**config.mk**
```make
export PLATFORM = sky130hd
export DESIGN_NAME = bounded_unordered_set_table_flat
export DESIGN_NICKNAME = d
export VERILOG_FILES = /design/src/hdl/bust_pkg.sv /design/src/hdl/bust_if.sv /design/src/hdl/bust_ram.sv /design/src/hdl/bust_ctrl.sv /design/src/hdl/bounded_unordered_set_table.sv /design/src/flat_wrapper.sv
export SDC_FILE = /design/constraint.sdc
export NUM_CORES = 2
export LEC_CHECK = 0
export BUFFER_PORTS_ARGS = -buffer_cell sky130_fd_sc_hd__buf_2
export CORE_MARGIN = 2
export CORE_UTILIZATION = 30
export CTS_BUF_LIST = sky130_fd_sc_hd__clkbuf_8
export CTS_CLUSTER_DIAMETER = 60
export DETAILED_ROUTE_END_ITERATION = 6
export HOLD_SLACK_MARGIN = 0.06
export SETUP_SLACK_MARGIN = 0.2
export SLEW_MARGIN = 20
export SYNTH_ARGS = -nofsm -noshare
export SYNTH_HDL_FRONTEND = slang
export SYNTH_SLANG_ARGS = --single-unit
```
**constraint.sdc**
```tcl
create_clock -name clk -period 4.7 [get_ports clk]
set_input_delay 0 -clock clk [delete_from_list [all_inputs] [get_ports clk]]
set_output_delay 0 -clock clk [all_outputs]
set_load 0.005 [all_outputs]
```
**src/hdl/bust_pkg.sv**
```systemverilog
// ----------------------------------------------------------------------------
// bust_pkg
// Shared types and constants for the bounded unordered set table.
// ----------------------------------------------------------------------------
package bust_pkg;

    localparam int CMD_W           = 2;
    localparam int VALUE_W         = 32;
    localparam int STATUS_W        = 2;
    localparam int COUNT_W         = 7;
    localparam int MAX_ENTRIES_DEF = 64;

    localparam logic [COUNT_W-1:0] CAP_RESET = 7'd64;

    typedef enum logic [CMD_W-1:0] {
        CMD_INSERT = 2'd0,
        CMD_REMOVE = 2'd1,
        CMD_QUERY  = 2'd2
    } cmd_t;

    typedef enum logic [STATUS_W-1:0] {
        ST_OK        = 2'd0,
        ST_FULL      = 2'd1,
        ST_NOT_FOUND = 2'd2
    } status_t;

endpackage

```
**src/hdl/bust_if.sv**
```systemverilog
// ----------------------------------------------------------------------------
// bust_if
// Valid/ready channels of the set table: command, response, configuration.
// ----------------------------------------------------------------------------
interface bust_req_if
    import bust_pkg::*;
();
    logic                      valid;
    logic                      ready;
    logic [CMD_W-1:0]          command;
    logic signed [VALUE_W-1:0] value;

    modport source (output valid, output command, output value, input ready);
    modport sink   (input valid, input command, input value, output ready);
endinterface

interface bust_rsp_if
    import bust_pkg::*;
();
    logic                      valid;
    logic                      ready;
    logic [STATUS_W-1:0]       status;
    logic signed [VALUE_W-1:0] result_value;
    logic [COUNT_W-1:0]        fill_count;

    modport source (output valid, output status, output result_value, output fill_count,
                    input ready);
    modport sink   (input valid, input status, input result_value, input fill_count,
                    output ready);
endinterface

interface bust_cfg_if
    import bust_pkg::*;
();
    logic               valid;
    logic               ready;
    logic [COUNT_W-1:0] capacity;

    modport source (output valid, output capacity, input ready);
    modport sink   (input valid, input capacity, output ready);
endinterface

```
**src/hdl/bust_ram.sv**
```systemverilog
// ----------------------------------------------------------------------------
// bust_ram
// Generic simple dual-port RAM: one write port, one read port, registered read.
// ----------------------------------------------------------------------------
module bust_ram #(
    parameter int WIDTH  = 32,
    parameter int DEPTH  = 64,
    parameter int ADDR_W = (DEPTH > 1) ? $clog2(DEPTH) : 1
) (
    input  logic              clk,
    input  logic              we,
    input  logic [ADDR_W-1:0] waddr,
    input  logic [WIDTH-1:0]  wdata,
    input  logic [ADDR_W-1:0] raddr,
    output logic [WIDTH-1:0]  rdata
);

    logic [WIDTH-1:0] mem [DEPTH];

    always_ff @(posedge clk)
    begin
        if (we)
        begin
            mem[waddr] <= wdata;
        end
        rdata <= mem[raddr];
    end

endmodule

```
**src/hdl/bust_ctrl.sv**
```systemverilog
// ----------------------------------------------------------------------------
// bust_ctrl
// Sequencer: fill count, capacity register, search and shift-down walks over
// the entry RAM, and the response register.
// ----------------------------------------------------------------------------
module bust_ctrl
    import bust_pkg::*;
#(
    parameter int MAX_ENTRIES = MAX_ENTRIES_DEF,
    parameter int ADDR_W      = (MAX_ENTRIES > 1) ? $clog2(MAX_ENTRIES) : 1
) (
    input  logic               clk,
    input  logic               rst_n,
    bust_req_if.sink           req,
    bust_rsp_if.source         rsp,
    bust_cfg_if.sink           cfg,
    output logic               mem_we,
    output logic [ADDR_W-1:0]  mem_waddr,
    output logic [VALUE_W-1:0] mem_wdata,
    output logic [ADDR_W-1:0]  mem_raddr,
    input  logic [VALUE_W-1:0] mem_rdata
);

    // limit is MAX_ENTRIES clipped to the range of the 7-bit capacity register
    localparam logic [COUNT_W-1:0] MAX_CAP =
        (MAX_ENTRIES > 127) ? 7'd127 : COUNT_W'(MAX_ENTRIES);

    typedef enum logic [3:0] {
        S_IDLE   = 4'b0001,
        S_SEARCH = 4'b0010,
        S_SHIFT  = 4'b0100,
        S_DONE   = 4'b1000
    } state_t;

    state_t                    state_reg, state_next;
    logic [COUNT_W-1:0]        count_reg, count_next;
    logic [COUNT_W-1:0]        cap_reg;
    logic [COUNT_W-1:0]        idx_reg, idx_next;
    logic [VALUE_W-1:0]        key_reg, key_next;
    logic                      remove_reg, remove_next;
    status_t                   res_status_reg, res_status_next;
    logic [VALUE_W-1:0]        res_value_reg, res_value_next;
    logic                      out_valid_reg;
    status_t                   out_status_reg;
    logic [VALUE_W-1:0]        out_value_reg;
    logic [COUNT_W-1:0]        out_fill_reg;

    logic                      slot_free;
    logic                      accept;
    logic                      load_out;
    status_t                   load_status;
    logic [VALUE_W-1:0]        load_value;
    logic [COUNT_W-1:0]        eff_cap;
    logic [COUNT_W:0]          idx_p1, idx_p2, count_ext;
    logic                      hit;

    assign cfg.ready = 1'b1;

    assign eff_cap   = (cap_reg > MAX_CAP) ? MAX_CAP : cap_reg;
    assign slot_free = !out_valid_reg || rsp.ready;
    assign req.ready = (state_reg == S_IDLE) && slot_free;
    assign accept    = req.valid && req.ready;

    assign idx_p1    = {1'b0, idx_reg} + (COUNT_W+1)'(1);
    assign idx_p2    = {1'b0, idx_reg} + (COUNT_W+1)'(2);
    assign count_ext = {1'b0, count_reg};
    assign hit       = (mem_rdata == key_reg);

    always_comb
    begin
        state_next      = state_reg;
        count_next      = count_reg;
        idx_next        = idx_reg;
        key_next        = key_reg;
        remove_next     = remove_reg;
        res_status_next = res_status_reg;
        res_value_next  = res_value_reg;
        mem_we          = 1'b0;
        mem_waddr       = ADDR_W'(count_reg);
        mem_wdata       = req.value;
        mem_raddr       = '0;
        load_out        = 1'b0;
        load_status     = ST_NOT_FOUND;
        load_value      = '0;

        case (state_reg)
            S_IDLE:
            begin
                if (accept)
                begin
                    case (cmd_t'(req.command))
                        CMD_INSERT:
                        begin
                            load_out = 1'b1;
                            if (count_reg < eff_cap)
                            begin
                                mem_we      = 1'b1;
                                count_next  = count_reg + COUNT_W'(1);
                                load_status = ST_OK;
                            end
                            else
                            begin
                                load_status = ST_FULL;
                            end
                        end
                        CMD_REMOVE, CMD_QUERY:
                        begin
                            if (count_reg == '0)
                            begin
                                load_out = 1'b1;
                            end
                            else
                            begin
                                // address 0 read is issued this cycle
                                key_next    = req.value;
                                remove_next = (cmd_t'(req.command) == CMD_REMOVE);
                                idx_next    = '0;
                                state_next  = S_SEARCH;
                            end
                        end
                        default:
                        begin
                            load_out = 1'b1;
                        end
                    endcase
                end
            end

            S_SEARCH:
            begin
                // rdata holds entry idx; the read of idx+1 goes out now
                mem_raddr = ADDR_W'(idx_p1);
                if (hit)
                begin
                    res_status_next = ST_OK;
                    res_value_next  = mem_rdata;
                    if (remove_reg && (idx_p1 < count_ext))
                    begin
                        state_next = S_SHIFT;
                    end
                    else
                    begin
                        if (remove_reg)
                        begin
                            count_next = count_reg - COUNT_W'(1);
                        end
                        state_next = S_DONE;
                    end
                end
                else if (idx_p1 < count_ext)
                begin
                    idx_next = idx_p1[COUNT_W-1:0];
                end
                else
                begin
                    res_status_next = ST_NOT_FOUND;
                    res_value_next  = '0;
                    state_next      = S_DONE;
                end
            end

            S_SHIFT:
            begin
                // rdata holds entry idx+1; move it down to idx
                mem_raddr = ADDR_W'(idx_p2);
                mem_we    = 1'b1;
                mem_waddr = ADDR_W'(idx_reg);
                mem_wdata = mem_rdata;
                if (idx_p2 < count_ext)
                begin
                    idx_next = idx_p1[COUNT_W-1:0];
                end
                else
                begin
                    count_next = count_reg - COUNT_W'(1);
                    state_next = S_DONE;
                end
            end

            S_DONE:
            begin
                if (slot_free)
                begin
                    load_out    = 1'b1;
                    load_status = res_status_reg;
                    load_value  = res_value_reg;
                    state_next  = S_IDLE;
                end
            end

            default:
            begin
                state_next = S_IDLE;
            end
        endcase
    end

    always_ff @(posedge clk or negedge rst_n)
    begin
        if (!rst_n)
        begin
            state_reg     <= S_IDLE;
            count_reg     <= '0;
            cap_reg       <= CAP_RESET;
            out_valid_reg <= 1'b0;
        end
        else
        begin
            state_reg <= state_next;
            count_reg <= count_next;
            if (cfg.valid && cfg.ready)
            begin
                cap_reg <= cfg.capacity;
            end
            if (load_out)
            begin
                out_valid_reg <= 1'b1;
            end
            else if (rsp.ready)
            begin
                out_valid_reg <= 1'b0;
            end
        end
    end

    always_ff @(posedge clk)
    begin
        idx_reg        <= idx_next;
        key_reg        <= key_next;
        remove_reg     <= remove_next;
        res_status_reg <= res_status_next;
        res_value_reg  <= res_value_next;
        if (load_out)
        begin
            out_status_reg <= load_status;
            out_value_reg  <= load_value;
            out_fill_reg   <= count_next;
        end
    end

    assign rsp.valid        = out_valid_reg;
    assign rsp.status       = out_status_reg;
    assign rsp.result_value = out_value_reg;
    assign rsp.fill_count   = out_fill_reg;

    // count stays within the store
    a_count_bound: assert property (@(posedge clk) disable iff (!rst_n)
        32'(count_reg) <= MAX_ENTRIES)
        else $error("fill count beyond store depth");

    // count moves by at most one per cycle
    a_count_step: assert property (@(posedge clk) disable iff (!rst_n)
        1'b1 |=> ((count_reg == $past(count_reg)) ||
                  (count_reg == $past(count_reg) + COUNT_W'(1)) ||
                  (count_reg + COUNT_W'(1) == $past(count_reg))))
        else $error("fill count jumped");

    // shift writes stay below the live count
    a_shift_wr: assert property (@(posedge clk) disable iff (!rst_n)
        (state_reg == S_SHIFT) |-> (idx_p1 < count_ext))
        else $error("shift write outside live entries");

    // no new command while a walk is in flight
    a_busy: assert property (@(posedge clk) disable iff (!rst_n)
        ((state_reg == S_SEARCH) || (state_reg == S_SHIFT)) |-> !req.ready)
        else $error("command accepted during walk");

    // a response is never overwritten before it is taken
    a_no_overrun: assert property (@(posedge clk) disable iff (!rst_n)
        (out_valid_reg && !rsp.ready) |-> !load_out)
        else $error("response register overrun");

endmodule

```
**src/hdl/bounded_unordered_set_table.sv**
```systemverilog
// ----------------------------------------------------------------------------
// bounded_unordered_set_table
// Unsorted packed array of signed 32-bit entries with fill count and
// configurable capacity; insert appends, remove compacts, query searches.
// ----------------------------------------------------------------------------
// One command is worked at a time and every command gives exactly one response
// beat. Insert, unknown codes, and remove or query on an empty table finish in
// the accept cycle and show on rsp the next cycle. A query walks the entries
// from entry 0 until its key first matches or all n live entries have missed,
// then posts the response from the done state. A remove walks the same
// search, then shifts each later entry down one slot before it posts the
// response. Both walks run one entry per cycle through the single read port
// of the entry RAM (registered read, reads issued one entry ahead of the
// compare); the shift writes entry i while it reads entry i+2, so read and
// write never collide. The response register lets the next command be taken
// in the same cycle that a finished response leaves. The entry RAM needs no
// clearing pass: only entries below the fill count are ever used. Capacity is
// written on cfg; the user keeps such writes to times the table is idle, as
// the block itself does not enforce it. The effective limit is the smaller of
// capacity and MAX_ENTRIES, and lowering it below the count only blocks inserts.
module bounded_unordered_set_table
    import bust_pkg::*;
#(
    parameter int MAX_ENTRIES = MAX_ENTRIES_DEF
) (
    input  logic       clk,
    input  logic       rst_n,
    bust_req_if.sink   req,
    bust_rsp_if.source rsp,
    bust_cfg_if.sink   cfg
);

    localparam int ADDR_W = (MAX_ENTRIES > 1) ? $clog2(MAX_ENTRIES) : 1;

    // entry RAM port signals
    logic               mem_we;
    logic [ADDR_W-1:0]  mem_waddr;
    logic [VALUE_W-1:0] mem_wdata;
    logic [ADDR_W-1:0]  mem_raddr;
    logic [VALUE_W-1:0] mem_rdata;

    bust_ctrl #(
        .MAX_ENTRIES (MAX_ENTRIES),
        .ADDR_W      (ADDR_W)
    ) u_ctrl (
        .clk       (clk),
        .rst_n     (rst_n),
        .req       (req),
        .rsp       (rsp),
        .cfg       (cfg),
        .mem_we    (mem_we),
        .mem_waddr (mem_waddr),
        .mem_wdata (mem_wdata),
        .mem_raddr (mem_raddr),
        .mem_rdata (mem_rdata)
    );

    // packed entry store, one write and one registered read per cycle
    bust_ram #(
        .WIDTH  (VALUE_W),
        .DEPTH  (MAX_ENTRIES),
        .ADDR_W (ADDR_W)
    ) u_store (
        .clk   (clk),
        .we    (mem_we),
        .waddr (mem_waddr),
        .wdata (mem_wdata),
        .raddr (mem_raddr),
        .rdata (mem_rdata)
    );

endmodule

```
**src/flat_wrapper.sv**
```systemverilog
// flat-port wrapper written by rule: the top's interface ports become plain ports
module bounded_unordered_set_table_flat import bust_pkg::*;
#(
    parameter int MAX_ENTRIES = MAX_ENTRIES_DEF
)
  (clk, rst_n, req_valid, req_command, req_value, req_ready, rsp_valid, rsp_status, rsp_result_value, rsp_fill_count, rsp_ready, cfg_valid, cfg_capacity, cfg_ready);
  bust_req_if req_i ();
  bust_rsp_if rsp_i ();
  bust_cfg_if cfg_i ();
  input  logic clk;
  input  logic rst_n;
  input wire logic [$bits(req_i.valid)-1:0] req_valid;
  input wire logic [$bits(req_i.command)-1:0] req_command;
  input wire logic [$bits(req_i.value)-1:0] req_value;
  output wire logic [$bits(req_i.ready)-1:0] req_ready;
  output wire logic [$bits(rsp_i.valid)-1:0] rsp_valid;
  output wire logic [$bits(rsp_i.status)-1:0] rsp_status;
  output wire logic [$bits(rsp_i.result_value)-1:0] rsp_result_value;
  output wire logic [$bits(rsp_i.fill_count)-1:0] rsp_fill_count;
  input wire logic [$bits(rsp_i.ready)-1:0] rsp_ready;
  input wire logic [$bits(cfg_i.valid)-1:0] cfg_valid;
  input wire logic [$bits(cfg_i.capacity)-1:0] cfg_capacity;
  output wire logic [$bits(cfg_i.ready)-1:0] cfg_ready;
  assign req_i.valid = req_valid;
  assign req_i.command = req_command;
  assign req_i.value = req_value;
  assign req_ready = req_i.ready;
  assign rsp_valid = rsp_i.valid;
  assign rsp_status = rsp_i.status;
  assign rsp_result_value = rsp_i.result_value;
  assign rsp_fill_count = rsp_i.fill_count;
  assign rsp_i.ready = rsp_ready;
  assign cfg_i.valid = cfg_valid;
  assign cfg_i.capacity = cfg_capacity;
  assign cfg_ready = cfg_i.ready;
  bounded_unordered_set_table #(.MAX_ENTRIES(MAX_ENTRIES)) u_core (.clk(clk), .rst_n(rst_n), .req(req_i), .rsp(rsp_i), .cfg(cfg_i));
endmodule
```
# Yosys cells after proc, flatten, opt, wreduce, memory -nomap -nowiden
# Memory sizes are Yosys's and may differ from the RTL's. A register that Yosys moved wholly into a read port is not among the register bits.
# Cells that the tools add are included.
# totals
out_inout_bits	44
word_cells	103
ram_bits	2048
input_bits	46
n_memories	1
reg_bits	133
# op_classes
order_cmp	4
n_reduce_logical	15
n_eq_ne	17
add_sub_neg	4
bitwise_logic	1
n_mux	49
# mem_list
name	words	word_bits	rd	rd_clocked_by_memory_dff	write_ports	line_no	text
u_core.u_store.mem	64	32	1	1	1	bust_ram.sv:18	logic [WIDTH-1:0] mem [DEPTH];
# op_table
cell	n
$mux 7	14
$mux 32	3
$pmux 7 s3	2
$eq 32x32->1	1
$mux 4	8
$lt 8x7->1	2
$ne 2x2->1 const B	8
$pmux 4 s4	1
$mux 1	12
$pmux 6 s2	1
$add 7x1->8 const B	1
$add 7x2->8 const B	1
$mux 2	4
$add 7x1->7 const B	1
$gt 7x7->1 const B	1
$logic_not 7->1	1
$lt 7x7->1	1
$reduce_and 7->1	1
$sub 7x1->7 const B	1
$mux 6	1
$reduce_and 6->1	1
$eq 4x1->1 const B	1
$eq 4x2->1 const B	1
$eq 4x3->1 const B	1
17 further kinds	21

# Logic depth before layout (Yosys ltp)
# depth
ltp_word	9
depth_mapped	12
ltp_nobuf	11

# Cells and area by module
# From an unflattened synthesis, not the netlist that was laid out.
# hier_totals
hier_cells	3899
hier_area_um2	85134.2
# by_module_without_submodules
module	seq_area_each_um2	area_each_um2	cells_each	n_inst
bust_ram	62139.6	78512.8	3324	1
bust_ctrl	3901.2	6621.4	575	1

# Least setup slack after synthesis
# No wires, ideal clock.
# synth_path
kind	reg2reg
from	register u_core.u_ctrl.state_reg[2]
to	register u_core.u_ctrl.key_reg[0] (enable)
path_slack_ns	0.389
t_arrival_ns	3.845
n_path_buf	2
required_ns	4.234
period_less_slack_ns	4.311
setup_ns	0.466
stages_incl_launch_ff	5
cell_sequence	dfrtp_1 > buf_4 > clkbuf_1 > or4b_2 > nor3_1
# synth_between
elab_chain_cells	4
# synth_lines
element	line_no	text
from (decl)	bust_ctrl.sv:35	state_t state_reg, state_next;
from (signal assigned)	bust_ctrl.sv:209	state_reg <= state_next;
$eq 4x1->1 (*)	bust_ctrl.sv:61, bust_ctrl.sv:86	
$logic_and 1x1->1	bust_ctrl.sv:61	assign req.ready = (state_reg == S_IDLE) && slot_free;
$logic_and 1x1->1	bust_ctrl.sv:62	assign accept = req.valid && req.ready;
$reduce_and 4->1 (no line) (*)	n/a	
to (signal assigned)	bust_ctrl.sv:229	key_reg <= key_next;
to (decl)	bust_ctrl.sv:39	logic [VALUE_W-1:0] key_reg, key_next;
# Every way passes the cells marked *; elsewhere a longest branch is shown, timed or not.
# A chain may end at the register's enable or synchronous reset.

# Final worst setup path
# layout_path
from	register u_core.u_ctrl.cap_reg[6]
to	memory u_core.u_store.mem[35][20] (enable)
# layout_between
elab_chain_cells	9
# layout_lines
element	line_no	text
from (decl)	bust_ctrl.sv:37	logic [COUNT_W-1:0] cap_reg;
from (signal assigned)	bust_ctrl.sv:213	cap_reg <= cfg.capacity;
$gt 7x7->1	bust_ctrl.sv:59	assign eff_cap = (cap_reg > MAX_CAP) ? MAX_CAP : cap_reg;
$mux 7 (*)	bust_ctrl.sv:59	
$lt 7x7->1 (*)	bust_ctrl.sv:95	if (count_reg < eff_cap)
$mux 1 (*)	bust_ctrl.sv:95	
$mux 1 (*)	bust_ctrl.sv:91	case (cmd_t'(req.command))
$mux 1 (*)	bust_ctrl.sv:89	if (accept)
$pmux 1 s2 (*)	bust_ctrl.sv:86	case (state_reg)
$mux 1 (*)	bust_ram.sv:22	if (we)
$mux 1 (implied by the code) (*)	bust_ram.sv:24	mem[waddr] <= wdata;
to (decl)	bust_ram.sv:18	
# Marked as above.

==> impl_metrics.tcl <==
set metrics [dict create \
    ff2ff_path_depth 13 \
    die-height_um 545 \
    dr.pass1.iters 6 \
    h-tree-depth 5 \
    path_buf_inv 4 \
    yosysTopAreaCell "edfxtp_1" \
    ctsLongestPathBuffers 4 \
    groute.usage.overall_pct 17.5 \
    grt_overflow 0 \
    min_to "u_core.u_ctrl.rsp.status[1]" \
    rsz0062_at_grt "no" \
    grt_antenna_before_repair 10 \
    die_w_um 545 \
    die-area_mm2 0.297 \
    vdd_drop_max_v 0.000269 \
    synthCells 6185 \
    synth_area_mm2 0.0879 \
    cts_buffers 372 \
    seq_power_share_pct 49.5 \
    start_kind "flip-flop" \
    synthFlopType "edfxtp_1" \
    synth_area_leaders "edfxtp_1 (74%), a21oi_1 (6.6%), a221o_1 (5.5%)" \
    layout-drive-gt1-share_pct 14.3 \
    path_max_fanout 29 \
    path_delay_family "compound AO/OA/AOI/OAI gates" \
    vias 57628 \
    powerDensity_mw_per_mm2 449 \
    cts_setup_buffers 0 \
    placed_cells 9995 \
    setup_viol_count_final 0 \
    maxCapViolations 0 \
    final_cells 10743 \
    utilization_pct 35.2 \
    outcome "completed" \
    worstSetupPathType "reg2reg" \
    synthDistinctLibCells 85 \
    drt-wirelength-per-cell_um 25.2 \
    power.switching_mw 13.4 \
    drcViolationCount 0 \
    place_congestion 0.923 \
    swShare_pct 29.2 \
    clock_sinks 2213 \
    fin_crit_ns 4.10 \
    tightest_slew_ns 1.19 \
    min-delay-start "rsp_ready" \
    worstReg2RegEnd "u_core.u_store.mem[35][20]" \
    synth.avg_cell_area_um2 14.2 \
    cts_tree "built" \
    ant_nets 0 \
    drv_slew 0 \
    dp_slack_ns 0.636 \
    max-slew-margin-rel_pct 20.4 \
    fin_skew_ns 0.0740 \
    synth-seq-cells 2213 \
    io_pins 90 \
    yosys.area.top_type_share_pct 73.9 \
    regToRegSetupSlack_ns 0.60 \
    dp_hpwl_um 157000 \
    cp-end-kind "flip-flop" \
    final_common_cell "edfxtp_1" \
    fin_hold_ws_ns 0.212 \
    cpPeakStageDelay_ns 0.53 \
    fmax_ghz 0.244 \
    area_growth_pct 16.5 \
    largest_reg_flops 2048 \
    fill_cells 27705 \
    synthArstFlopShare_pct 0.859 \
    final_nets 6640 \
    p_int_mw 32.6 \
    grt_max_degree 105 \
    grt_pass1_vias 55503 \
    finalSetupTns_ns 0 \
    setup_slack_ns 0.598 \
    combPwrFrac_pct 16.6 \
    synth-seq-area-share_pct 75.1 \
    syn_nets 6256 \
    path_cells "inv_1 -> nand2_1 -> ha_1 -> a21o_1 -> a21o_1 -> a21o_1 -> a211oi_2 -> buf_4 -> buf_4 -> o2bb2ai_1 -> nand2_1 -> nor2_4 -> buf_4" \
    fin_crit_sh_pct 87.3 \
    crit_slowest_cell "nand2_1" \
    hold_class "in2reg" \
    finalHoldViolCount 0 \
    via_per_inst 5.36 \
    synth_edf_count 2162 \
    max_flop_register "u_core.u_store.mem" \
    min_path_cells 4 \
    clock-root-buffer "clkbuf_8" \
    yosys_warnings 0 \
    clkPwrFrac_pct 34.0 \
    wl_um 271000 \
    initial_core_util_pct 30.2 \
    grt_pass1_wl_um 387000 \
    rows 198 \
    clkTransAtPathRegs_ns 0.06 \
    port_buffers 88 \
    arrival_ns 4.74 \
    reg2reg_from "u_core.u_ctrl.cap_reg[6]" \
    p_leak_nw 35.9 \
    required_ns 5.34 \
    drt_iter0_drc 7263 \
    final_cell_mix "edfxtp_1 (2162), nand2_1 (1240), a21oi_1 (1166), a221o_1 (481), clkbuf_8 (390)" \
    coreArea_mm2 0.291 \
    worst_skew_pair.late_latency_ns 1.06 \
]
-- worst min-delay path: cells and delay by family --
kind | cells | cell delay, ns
buffers and inverters | 2 | 0.67
and+or+nand+nor | 1 | 0.24
AOI/OAI and AO/OA | 1 | 0.20
-- metal layers --
| metal | track usage [%] | vias to the layer above | wire [um] |
|---|---|---|---|
| met1 | 23.5 | 29229 | 108000 |
| met2 | 26.9 | 3232 | 121000 |
| li1 | - | 24651 | - |
| met4 | 7.49 | 0 | 11700 |
| met5 | 0 | - | 0 |
| met3 | 4.41 | 516 | 29900 |
-- power groups by stage --
stage               Sequential [mW]  Clock (mW)  Combinational, mW
floorplan                      22.7           0               4.45
global placement               23.1           0               7.28
CTS                            22.7        15.9               7.53
finish                         22.8        15.6               7.64
detailed placement             23.1           0               7.40
global route                   22.7        16.7               8.07
-- synthesized netlist by cell type, drive strengths merged, types with 25 or more instances --
cell	n
and3	41
a22oi	50
ha	25
o32ai	29
a21oi	1168
xnor2	42
clkbuf	185
dfxtp	32
and2	41
buf	278
a221o	481
edfxtp	2162
nor2	91
nand4	49
nand2	1272
-- kinds of logic after synthesis --
| family | Yosys count | share of synthesized area, % |
|---|---|---|
| adder cells (fa/ha/maj) | 25 | 0.356 |
| other | 1 | 0.00427 |
| XOR/XNOR | 45 | 0.448 |
| multiplexers | 18 | 0.384 |
| flip-flops | 2213 | 75.1 |
| AO/OA/AOI/OAI | 1833 | 13.8 |
| buffers and inverters | 477 | 2.46 |
| AND/OR/NAND/NOR | 1573 | 7.43 |
-- through the flow --
stage                     cell area (um2)  total power [mW]
after floorplan                     87900              27.2
after global placement              94800              30.4
after detailed placement            94800              30.5
after CTS                          102000              46.1
after global routing               102000              47.5
final                              102000              46.0
-- repair_timing --
action	4_1_cts	5_1_grt
gates resized for setup	0	0
endpoints found under the hold margin	1228	0
hold buffers	100	0
-- final cells by class --
class / count / area (um2) / area share, %
Clock buffer: 390 / 5370 / 5.24
Timing Repair Buffer: 473 / 4420 / 4.31
Multi-Input combinational cell: 3495 / 20400 / 19.9
Tap cell: 3900 / 4880 / 4.76
Antenna cell: 3 / 7.51 / 0.00733
Sequential cell: 2213 / 66000 / 64.5
Clock inverter: 255 / 1260 / 1.23
Inverter: 14 / 52.6 / 0.0513
-- worst max path at each step --
stage	end	slack [ns]	depth (start not counted)	from
after global placement	u_core.u_store.mem[35][22]	0.59	13	u_core.u_ctrl.cap_reg[6]
after CTS	u_core.u_store.mem[35][20]	0.58	13	u_core.u_ctrl.cap_reg[6]
after detailed placement	u_core.u_store.mem[35][20]	0.64	13	u_core.u_ctrl.cap_reg[6]
final	u_core.u_store.mem[35][20]	0.60	13	u_core.u_ctrl.cap_reg[6]
after floorplan	u_core.u_ctrl.key_reg[0]	0.39	4	u_core.u_ctrl.state_reg[2]
after global routing	u_core.u_store.mem[35][25]	0.42	13	u_core.u_ctrl.cap_reg[6]
No activity file was read; power rests on OpenSTA's default activity.
